==> src/rtl/gmn_pkg.sv <==
// ----------------------------------------------------------------------------
// gmn_pkg
// Shared constants, types and tables of the gradient magnitude and
// non-maximum suppression block.
// ----------------------------------------------------------------------------
package gmn_pkg;

  localparam int MAX_WIDTH  = 1024;
  localparam int ROW_SLOTS  = 5;
  localparam int COL_W      = $clog2(MAX_WIDTH);
  localparam int SLOT_W     = $clog2(ROW_SLOTS);
  localparam int PIX_DEPTH  = ROW_SLOTS * MAX_WIDTH;
  localparam int PIX_ADDR_W = $clog2(PIX_DEPTH);
  localparam int FW_W       = 11;
  localparam int FH_W       = 12;
  localparam int POS_W      = 22;
  localparam int LAG_W      = 12;
  localparam int CFG_IDX_W  = 2;
  localparam int CFG_DATA_W = 12;
  localparam int PIX_W      = 8;
  localparam int GRAD_W     = 9;
  localparam int SQ_W       = 17;
  localparam int MAG_W      = 9;
  localparam int PROD_W     = 17;
  localparam int WIN_SIZE   = 25;
  localparam int WIN_W      = $clog2(WIN_SIZE);
  localparam int NB_SIZE    = 9;
  localparam int NB_W       = $clog2(NB_SIZE);
  localparam int NB_CENTRE  = 4;

  localparam logic [FW_W-1:0] WIDTH_RESET  = FW_W'(640);
  localparam logic [FH_W-1:0] HEIGHT_RESET = FH_W'(480);
  localparam logic [FW_W-1:0] WIDTH_MIN    = FW_W'(3);
  localparam logic [FW_W-1:0] WIDTH_MAX    = FW_W'(MAX_WIDTH);
  localparam logic [FH_W-1:0] HEIGHT_MIN   = FH_W'(3);
  localparam logic [PIX_W-1:0] STRENGTH_MAX = PIX_W'(255);

  localparam logic [CFG_IDX_W-1:0] REG_FRAME_WIDTH  = CFG_IDX_W'(0);
  localparam logic [CFG_IDX_W-1:0] REG_FRAME_HEIGHT = CFG_IDX_W'(1);

  localparam logic FUNC_PIXEL = 1'b0;
  localparam logic FUNC_DRAIN = 1'b1;

  typedef enum logic [3:0] {
    ST_IDLE,
    ST_READ,
    ST_SETTLE,
    ST_SQUARE,
    ST_ROOT,
    ST_NMS_A,
    ST_NMS_B,
    ST_NMS_C,
    ST_FIN
  } state_e;

  typedef struct packed {
    logic             done;
    logic [MAG_W-1:0] root;
  } sqrt_res_t;

  typedef struct packed {
    logic [NB_W-1:0] a1;
    logic [NB_W-1:0] b1;
    logic [NB_W-1:0] a2;
    logic [NB_W-1:0] b2;
  } nbr_t;

  // neighbour index = (row offset + 1) * 3 + (column offset + 1)
  function automatic nbr_t nbr_sel(input logic [2:0] dir);
    nbr_t n;
    case (dir)
      3'd0:    n = '{a1: NB_W'(5), b1: NB_W'(8), a2: NB_W'(3), b2: NB_W'(0)};
      3'd1:    n = '{a1: NB_W'(7), b1: NB_W'(8), a2: NB_W'(1), b2: NB_W'(0)};
      3'd2:    n = '{a1: NB_W'(5), b1: NB_W'(2), a2: NB_W'(3), b2: NB_W'(6)};
      3'd3:    n = '{a1: NB_W'(7), b1: NB_W'(6), a2: NB_W'(1), b2: NB_W'(2)};
      3'd4:    n = '{a1: NB_W'(7), b1: NB_W'(6), a2: NB_W'(1), b2: NB_W'(2)};
      3'd5:    n = '{a1: NB_W'(3), b1: NB_W'(6), a2: NB_W'(5), b2: NB_W'(2)};
      3'd6:    n = '{a1: NB_W'(3), b1: NB_W'(0), a2: NB_W'(5), b2: NB_W'(8)};
      3'd7:    n = '{a1: NB_W'(1), b1: NB_W'(0), a2: NB_W'(7), b2: NB_W'(8)};
      default: n = '{a1: NB_W'(5), b1: NB_W'(8), a2: NB_W'(3), b2: NB_W'(0)};
    endcase
    return n;
  endfunction

endpackage

==> src/rtl/gmn_sqrt.sv <==
// ----------------------------------------------------------------------------
// gmn_sqrt
// Iterative rounded integer square root, two radicand bits per cycle.
// ----------------------------------------------------------------------------
module gmn_sqrt import gmn_pkg::*; (
  input  logic            clk_i,
  input  logic            rst_ni,
  input  logic            start_i,
  input  logic [SQ_W-1:0] radicand_i,
  output sqrt_res_t       res_o
);

  logic            busy_q, busy_d;
  logic            done_q, done_d;
  logic [SQ_W-1:0] rem_q, rem_d;
  logic [SQ_W-1:0] root_q, root_d;
  logic [SQ_W-1:0] bit_q, bit_d;
  logic [MAG_W-1:0] res_q, res_d;
  logic [SQ_W:0]   trial;

  always_comb begin
    busy_d = busy_q;
    done_d = 1'b0;
    rem_d  = rem_q;
    root_d = root_q;
    bit_d  = bit_q;
    res_d  = res_q;
    trial  = {1'b0, root_q} + {1'b0, bit_q};
    if (start_i) begin
      busy_d = 1'b1;
      rem_d  = radicand_i;
      root_d = '0;
      bit_d  = SQ_W'(1) << (SQ_W - 1);
    end else if (busy_q) begin
      if (bit_q == '0) begin
        busy_d = 1'b0;
        done_d = 1'b1;
        res_d  = MAG_W'(root_q) + MAG_W'(rem_q > root_q);
      end else begin
        if ({1'b0, rem_q} >= trial) begin
          rem_d  = SQ_W'({1'b0, rem_q} - trial);
          root_d = (root_q >> 1) + bit_q;
        end else begin
          root_d = root_q >> 1;
        end
        bit_d = bit_q >> 2;
      end
    end
  end

  always_ff @(posedge clk_i or negedge rst_ni) begin
    if (!rst_ni) begin
      busy_q <= 1'b0;
      done_q <= 1'b0;
    end else begin
      busy_q <= busy_d;
      done_q <= done_d;
    end
  end

  always_ff @(posedge clk_i) begin
    rem_q  <= rem_d;
    root_q <= root_d;
    bit_q  <= bit_d;
    res_q  <= res_d;
  end

  assign res_o.done = done_q;
  assign res_o.root = res_q;

endmodule

==> config.mk <==
export PLATFORM = sky130hd
export DESIGN_NAME = gmn_sqrt
export DESIGN_NICKNAME = d
export VERILOG_FILES = /design/src/rtl/gmn_pkg.sv /design/src/rtl/gmn_sqrt.sv
export SDC_FILE = /design/constraint.sdc
export NUM_CORES = 1
export LEC_CHECK = 0
export ABC_AREA = 1
export BUFFER_PORTS_ARGS = -buffer_cell sky130_fd_sc_hd__clkbuf_2
export CAP_MARGIN = 20
export CORE_MARGIN = 1.5
export CORE_UTILIZATION = 40
export DETAILED_ROUTE_END_ITERATION = 16
export PLACE_DENSITY = 0.61
export SLEW_MARGIN = 25
export SYNTH_ARGS = -nofsm -noshare
export SYNTH_HDL_FRONTEND = slang
export SYNTH_SLANG_ARGS = --single-unit
==> constraint.sdc <==
create_clock -name clk_i -period 5.1 [get_ports clk_i]
set_input_delay 0.765 -clock clk_i [delete_from_list [all_inputs] [get_ports clk_i]]
set_output_delay 0.765 -clock clk_i [all_outputs]
set_load 0.01 [all_outputs]
# Yosys cells after proc, flatten, opt, wreduce, memory -nomap -nowiden
# Cells that the tools add are included.
# Widths: inputs -> output; s select.
[totals]
reg_bits = 54
input_bits = 20
word_cells = 32
[classes]
n_eq_ne = 1
order_cmp = 2
addsub = 4
n_reduce_logical = 6
mux = 11
n_bitwise = 2
[ops]
columns = ["op", "count"]
rows = [
  ["$mux 17", 5],
  ["$add 17x17->18", 1],
  ["$ge 17x18->1", 1],
  ["$add 16x17->17", 1],
  ["$gt 17x17->1", 1],
  ["$logic_not 17->1", 1],
  ["$sub 17x17->17", 1],
  ["$add 9x1->9", 1],
  ["$mux 1", 6],
  ["$reduce_and 3->1", 2],
  ["$reduce_bool 2->1", 2],
  ["$ne 2x2->1 const B", 1],
  ["$not 1->1", 2],
  ["$reduce_and 2->1", 1],
]

# Depth between registers and ports, before layout
[depth]
word_depth = 6
ltp_mapped = 23
mapped_depth_nobuf = 22

# Worst setup path after synthesis
# OpenSTA, ideal clock, no wires.
[synth_timing]
path_type = "register to register"
start = "reg root_q[2]"
end = "reg rem_q[0] (enable)"
setup_slack_ns = 1.312
arrival_time_ns = 3.397
path_stages_with_launch = 20
t_required_ns = 4.710
setup_ns = 0.390
n_path_buf = 0
cell_sequence = "dfxtp_1 > ha_1 > nand2_1 > nor2_2 > nand2_1 > o211ai_1 > nand2_1 > nand2_1 > a21oi_1 > xor2_1 > ha_1 > nand2_1 > nor2_1 > and2_1 > nand2_1 > nand2_2 > nand3_4 > nand2_4 > nor2_2 > nor2_1"
[synth_between]
elab_chain_len = 4
[synth_rtl]
columns = ["element", "line", "rtl"]
rows = [
  ["start, declared", "gmn_sqrt.sv:16", "logic [SQ_W-1:0] root_q, root_d;"],
  ["start signal, assigned", "gmn_sqrt.sv:63", "root_q <= root_d;"],
  ["$add 17x17->18", "gmn_sqrt.sv:28", "trial = {1'b0, root_q} + {1'b0, bit_q};"],
  ["$ge 17x18->1", "gmn_sqrt.sv:40", "if ({1'b0, rem_q} >= trial) begin"],
  ["$reduce_bool 2->1 (no source line)", "-", ""],
  ["$reduce_and 3->1 (no source line)", "-", ""],
  ["end signal, assigned", "gmn_sqrt.sv:62", "rem_q <= rem_d;"],
  ["end, declared", "gmn_sqrt.sv:15", "logic [SQ_W-1:0] rem_q, rem_d;"],
]
# Every way passes these cells.
# A chain may end at the register's enable or synchronous reset.

# Worst setup path after layout
[layout_timing]
start = "reg root_q[2]"
end = "reg rem_q[16] (enable)"
# The elaborated chain is that of the path after synthesis.

==> impl.org <==
** Power and ir drop
- Of the total power, the clock network draws 0.108.
- Net switching power :: 1810 µW
- Worst voltage drop across the vdd grid :: 0.194 mV
- Leakage power total :: 0.00249 µW
- The internal portion of the total power is 1680 µW.
- In this run the power density over the cells is 655 nW/µm².
- Of the total power, combinational logic draws 0.649.
- Of the total power, the share spent switching nets is 0.518.
- Power Total :: 3490 µW
- The share of total power dissipated in sequential elements is 0.243.

** Yosys
- Counting every instance in the synthesized netlist gives 704.
- Flip-flop cell with the highest count after synthesis :: sky130_fd_sc_hd__edfxtp_1
- Post-synth design cell area :: 4940 µm²
- The share of the Yosys chip area taken by registers is 0.274.
- Simple-gate share of the synthesized area :: 0.312
- XOR/XNOR Fraction of Synth Area :: 0.0656
- When the netlist entered floorplanning its net count stood at 780.
- By area, the combinational part of the netlist is dominated by simple AND/OR/NAND/NOR gates.
- Warning count from the yosys run :: 0
- Portion of netlist area occupied by mux cells :: 0
- Number of library cell types mapped by synthesis :: 43
- After synthesis, the share of flip-flops with an asynchronous set or reset is 0.0370.
- Synthesized flop and latch total :: 54
- Of the total synthesized cell area, the portion taken by full adders, half adders and majority gates is 0.143.
- The area fraction in compound gates after synthesis is 0.119.
- Number of flops mapped to enable cells by yosys :: 26
- Average size of a mapped cell :: 7.01 µm²

** Timing
- Setup total negative slack on the finished layout was measured at 0 ps.
- The total count of max-transition violations in the final report is 0.
- The clock arrives with 18.0 ps of skew.
- Of the available clock period, the critical path in the final layout requires 0.791.
- Tightest slew margin relative to the limit :: 0.423
- Transition time of the tightest slew-check pin :: 862 ps
- Setup violations remaining at the end of the flow were counted as 0.
- The hold violation count in the final report was 0.
- Static timing analysis puts the maximum clock frequency at 0.248 GHz.
- Shortest clock period the worst path allows after layout :: 4030 ps
- The worst path meets setup with 1070 ps of slack.
- RSZ-0062 raised after global routing :: no

** Final layout
- Commonest non-fill, non-tap cells in the layout :: sky130_fd_sc_hd__nand2_1, sky130_fd_sc_hd__inv_1, sky130_fd_sc_hd__nand3_1
- The number of antenna diodes in the final layout is 0.
- Leaving out fill and tap cells, the most frequent cell in the layout is sky130_fd_sc_hd__nand2_1.
- Net count of the finished layout :: 801
- Excluding fillers, the count of instances in the completed layout stands at 873.
- Of the cells placed in the final design, the portion with a size suffix greater than 1 is 0.0799.
- Relative to the synthesized area, the layout overhead comes to 7.96%.

** Global route
- Entering global routing, the biggest net connects 40 pins.
- Overflow after GRT :: 0
- Global-route track usage on met1 :: 0.284
- Wire length of the first global-routing pass :: 21600 µm
- Across every metal layer, demand over resource in global routing totals 0.210.
- Vias in the first global route :: 4353
- Busiest layer in global routing :: met2
- Antenna violations before repair :: 0
- For met2 alone, demand over resource in global routing was 0.349.
- Met3 Usage GRT :: 0.0307

** Floorplan
- The core region is 12000 µm².
- Starting density of the core :: 0.411
- Measured along the x axis, the die boundary spans 114 µm.
- Area enclosed by the die boundary :: 13000 µm²
- The floorplan has 40 rows.
- The die is 114 µm tall.
- During I/O placement, the number of pins put on the boundary was 30.

** Worst setup path
- Crit Path Max Fanout :: 17
- Crit path required time :: 5080 ps
- In this run the worst setup path begins at root_q[2].
- Reg-to-reg critical path startpoint :: root_q[2]
- The endpoint identified for the worst register-to-register timing path is rem_q[16].
- Type of origin of the critical path :: flip-flop
- Worst endpoint data arrival time :: 4010 ps
- Depth of the worst register-to-register path :: 16
- STA classifies the critical path endpoint as a flip-flop.
- The setup check on the worst reg-to-reg path leaves a slack of 1070 ps.
- Setup Crit Path Kind :: flip-flop to flip-flop

** Clocking
- TritonCTS built the clock tree.
- H-tree levels :: 2
- Maximum root-to-sink buffer count :: 2
- Resized cells post-CTS :: 0
- In this run the post-CTS setup repair buffer count came out at 0.
- Clk sinks :: 54
- Clock Root Buffer :: sky130_fd_sc_hd__clkbuf_16
- CTS Buf Count :: 5
- In this run, post-CTS hold repair placed 0 buffers.
- The later pin in the worst-skew pair is clocked with a latency of 310 ps.
- Clock slew seen by the registers of the worst setup and hold paths :: 80 ps

** Place
- Port bufs :: 29
- Dpl hpwl :: 10600 µm
- Worst slack after detailed placement :: 1090 ps
- Routability-driven placement finished with a final weighted congestion of 0.891.
- After detailed placement, the design holds a cell count of 865.

** Detailed routing
- Antenna viol nets, final :: 0
- Residual DRC count :: 0
- After detailed routing, the number of vias per cell comes to 5.36.
- Post-detailed-route wirelength per cell :: 15.2 µm
- Summed over all layers, the routed wires come to 13300 µm.
- Detailed router's first-iteration violation count :: 356
- The final route contains 4677 vias.
- Before antenna repair, the detailed router went through 5 iterations.

** Hold path
- The min-delay analysis places its worst path in the category input pin to async pin.

** Run status
- The run finished with clean final reports.

** Run
- The tool flagged a number of max-cap violations equal to 0.
==> power by group through the flow <==
stage          Sequential (µW)  Combinational (µW)  Clock (µW)
3_5_place_dp               861                2240           0
3_3_place_gp               860                2210           0
4_1_cts                    851                2260         381
5_1_grt                    872                2570         395
2_1_floorplan              793                1820           0
6_report                   849                2270         377
==> worst max-delay path by stage <==
stage	end	slack [ps]	cells past startpoint
after global routing	rem_q[16]	720	20
final	rem_q[16]	1070	16
after floorplan	rem_q[0]	1310	19
after CTS	rem_q[16]	1080	20
after detailed placement	rem_q[2]	1090	20
after global placement	rem_q[0]	1160	16
==> worst max-delay path: stages (launching register included) <==
cell and delay [ps]:
sky130_fd_sc_hd__dfxtp_1 390, sky130_fd_sc_hd__ha_1 390, sky130_fd_sc_hd__nand2_1 110, sky130_fd_sc_hd__nor2_2 160, sky130_fd_sc_hd__a21oi_1 110, sky130_fd_sc_hd__o21ai_0 350, sky130_fd_sc_hd__xor2_1 130, sky130_fd_sc_hd__ha_1 400
sky130_fd_sc_hd__nand2_1 120, sky130_fd_sc_hd__nor3_1 430, sky130_fd_sc_hd__nand3_1 120, sky130_fd_sc_hd__nand2_1 130, sky130_fd_sc_hd__nand2_4 130, sky130_fd_sc_hd__nand2_4 220, sky130_fd_sc_hd__nor2_2 90, sky130_fd_sc_hd__nor2_1 130
sky130_fd_sc_hd__buf_4 300
==> layout make-up <==
class                      count  area (µm²)
clock buffer                   5         125
fill                        1273        6680
tap                          147         184
timing repair buffer          31         160
inverter                      84         315
multi-input combinational    549        3170
clock inverter                 3        28.8
sequential                    54        1350
==> routing by layer <==
layer | up-vias | wire length (µm)
met5 | - | 0
met4 | 0 | 261
met3 | 15 | 803
met2 | 141 | 6110
met1 | 2131 | 6090
li1 | 2390 | -
==> per-stage QoR <==
stage               hold slack [ps]  utilization  cell area, µm²
detailed placement              472        0.431            5170
floorplan                       442            -            4940
CTS                             232        0.443            5330
finish                          234        0.444            5330
global placement                488        0.431            5170
global route                    230        0.444            5330
==> synthesized netlist by cell type (2+ instances only) <==
library cell               number  area, µm²
sky130_fd_sc_hd__nand2_1      182        683
sky130_fd_sc_hd__a31oi_1        2       12.5
sky130_fd_sc_hd__dfrtp_1        2       50.1
sky130_fd_sc_hd__dfxtp_1       26        521
sky130_fd_sc_hd__nor3_1        11       55.1
sky130_fd_sc_hd__nand3b_1       3       22.5
sky130_fd_sc_hd__o21bai_1       4       30.0
sky130_fd_sc_hd__inv_1         82        308
sky130_fd_sc_hd__o22ai_1        8       50.1
sky130_fd_sc_hd__xor2_1        25        219
sky130_fd_sc_hd__nor2_1        49        184
sky130_fd_sc_hd__nand2_2        7       43.8
sky130_fd_sc_hd__nor4_1         2       12.5
sky130_fd_sc_hd__buf_6          3       33.8
sky130_fd_sc_hd__nand2_4        3       33.8
sky130_fd_sc_hd__a21oi_1       43        215
sky130_fd_sc_hd__xnor2_1       12        105
sky130_fd_sc_hd__and2_1         2       12.5
sky130_fd_sc_hd__o211ai_1       2       15.0
sky130_fd_sc_hd__a21boi_0       2       15.0
sky130_fd_sc_hd__nor2_2         4       25.0
sky130_fd_sc_hd__buf_2          7       35.0
sky130_fd_sc_hd__o21ai_0       32        160
sky130_fd_sc_hd__nand3_1       75        375
sky130_fd_sc_hd__clkbuf_1       5       18.8
sky130_fd_sc_hd__ha_1          55        688
sky130_fd_sc_hd__o21ai_1        6       30.0
sky130_fd_sc_hd__clkinv_1       2       7.51
sky130_fd_sc_hd__o31ai_1        4       30.0
sky130_fd_sc_hd__edfxtp_1      26        781
sky130_fd_sc_hd__nand4_1        6       37.5
==> state kept, by name, summed over array words and instances (netlist names) <==
register / count
busy_q: 1
bit_q: 9
res_q: 9
rem_q: 17
root_q: 17
done_q: 1
==> logic make-up (layout without fill, tap and decap cells) <==
group | after synthesis | count (layout)
compound gates | 107 | 107
xor+xnor | 37 | 37
fa+ha+maj | 56 | 56
buf+inv | 101 | 123
flops | 54 | 54
simple gates | 349 | 349
Power figures use the tool's default switching activity.
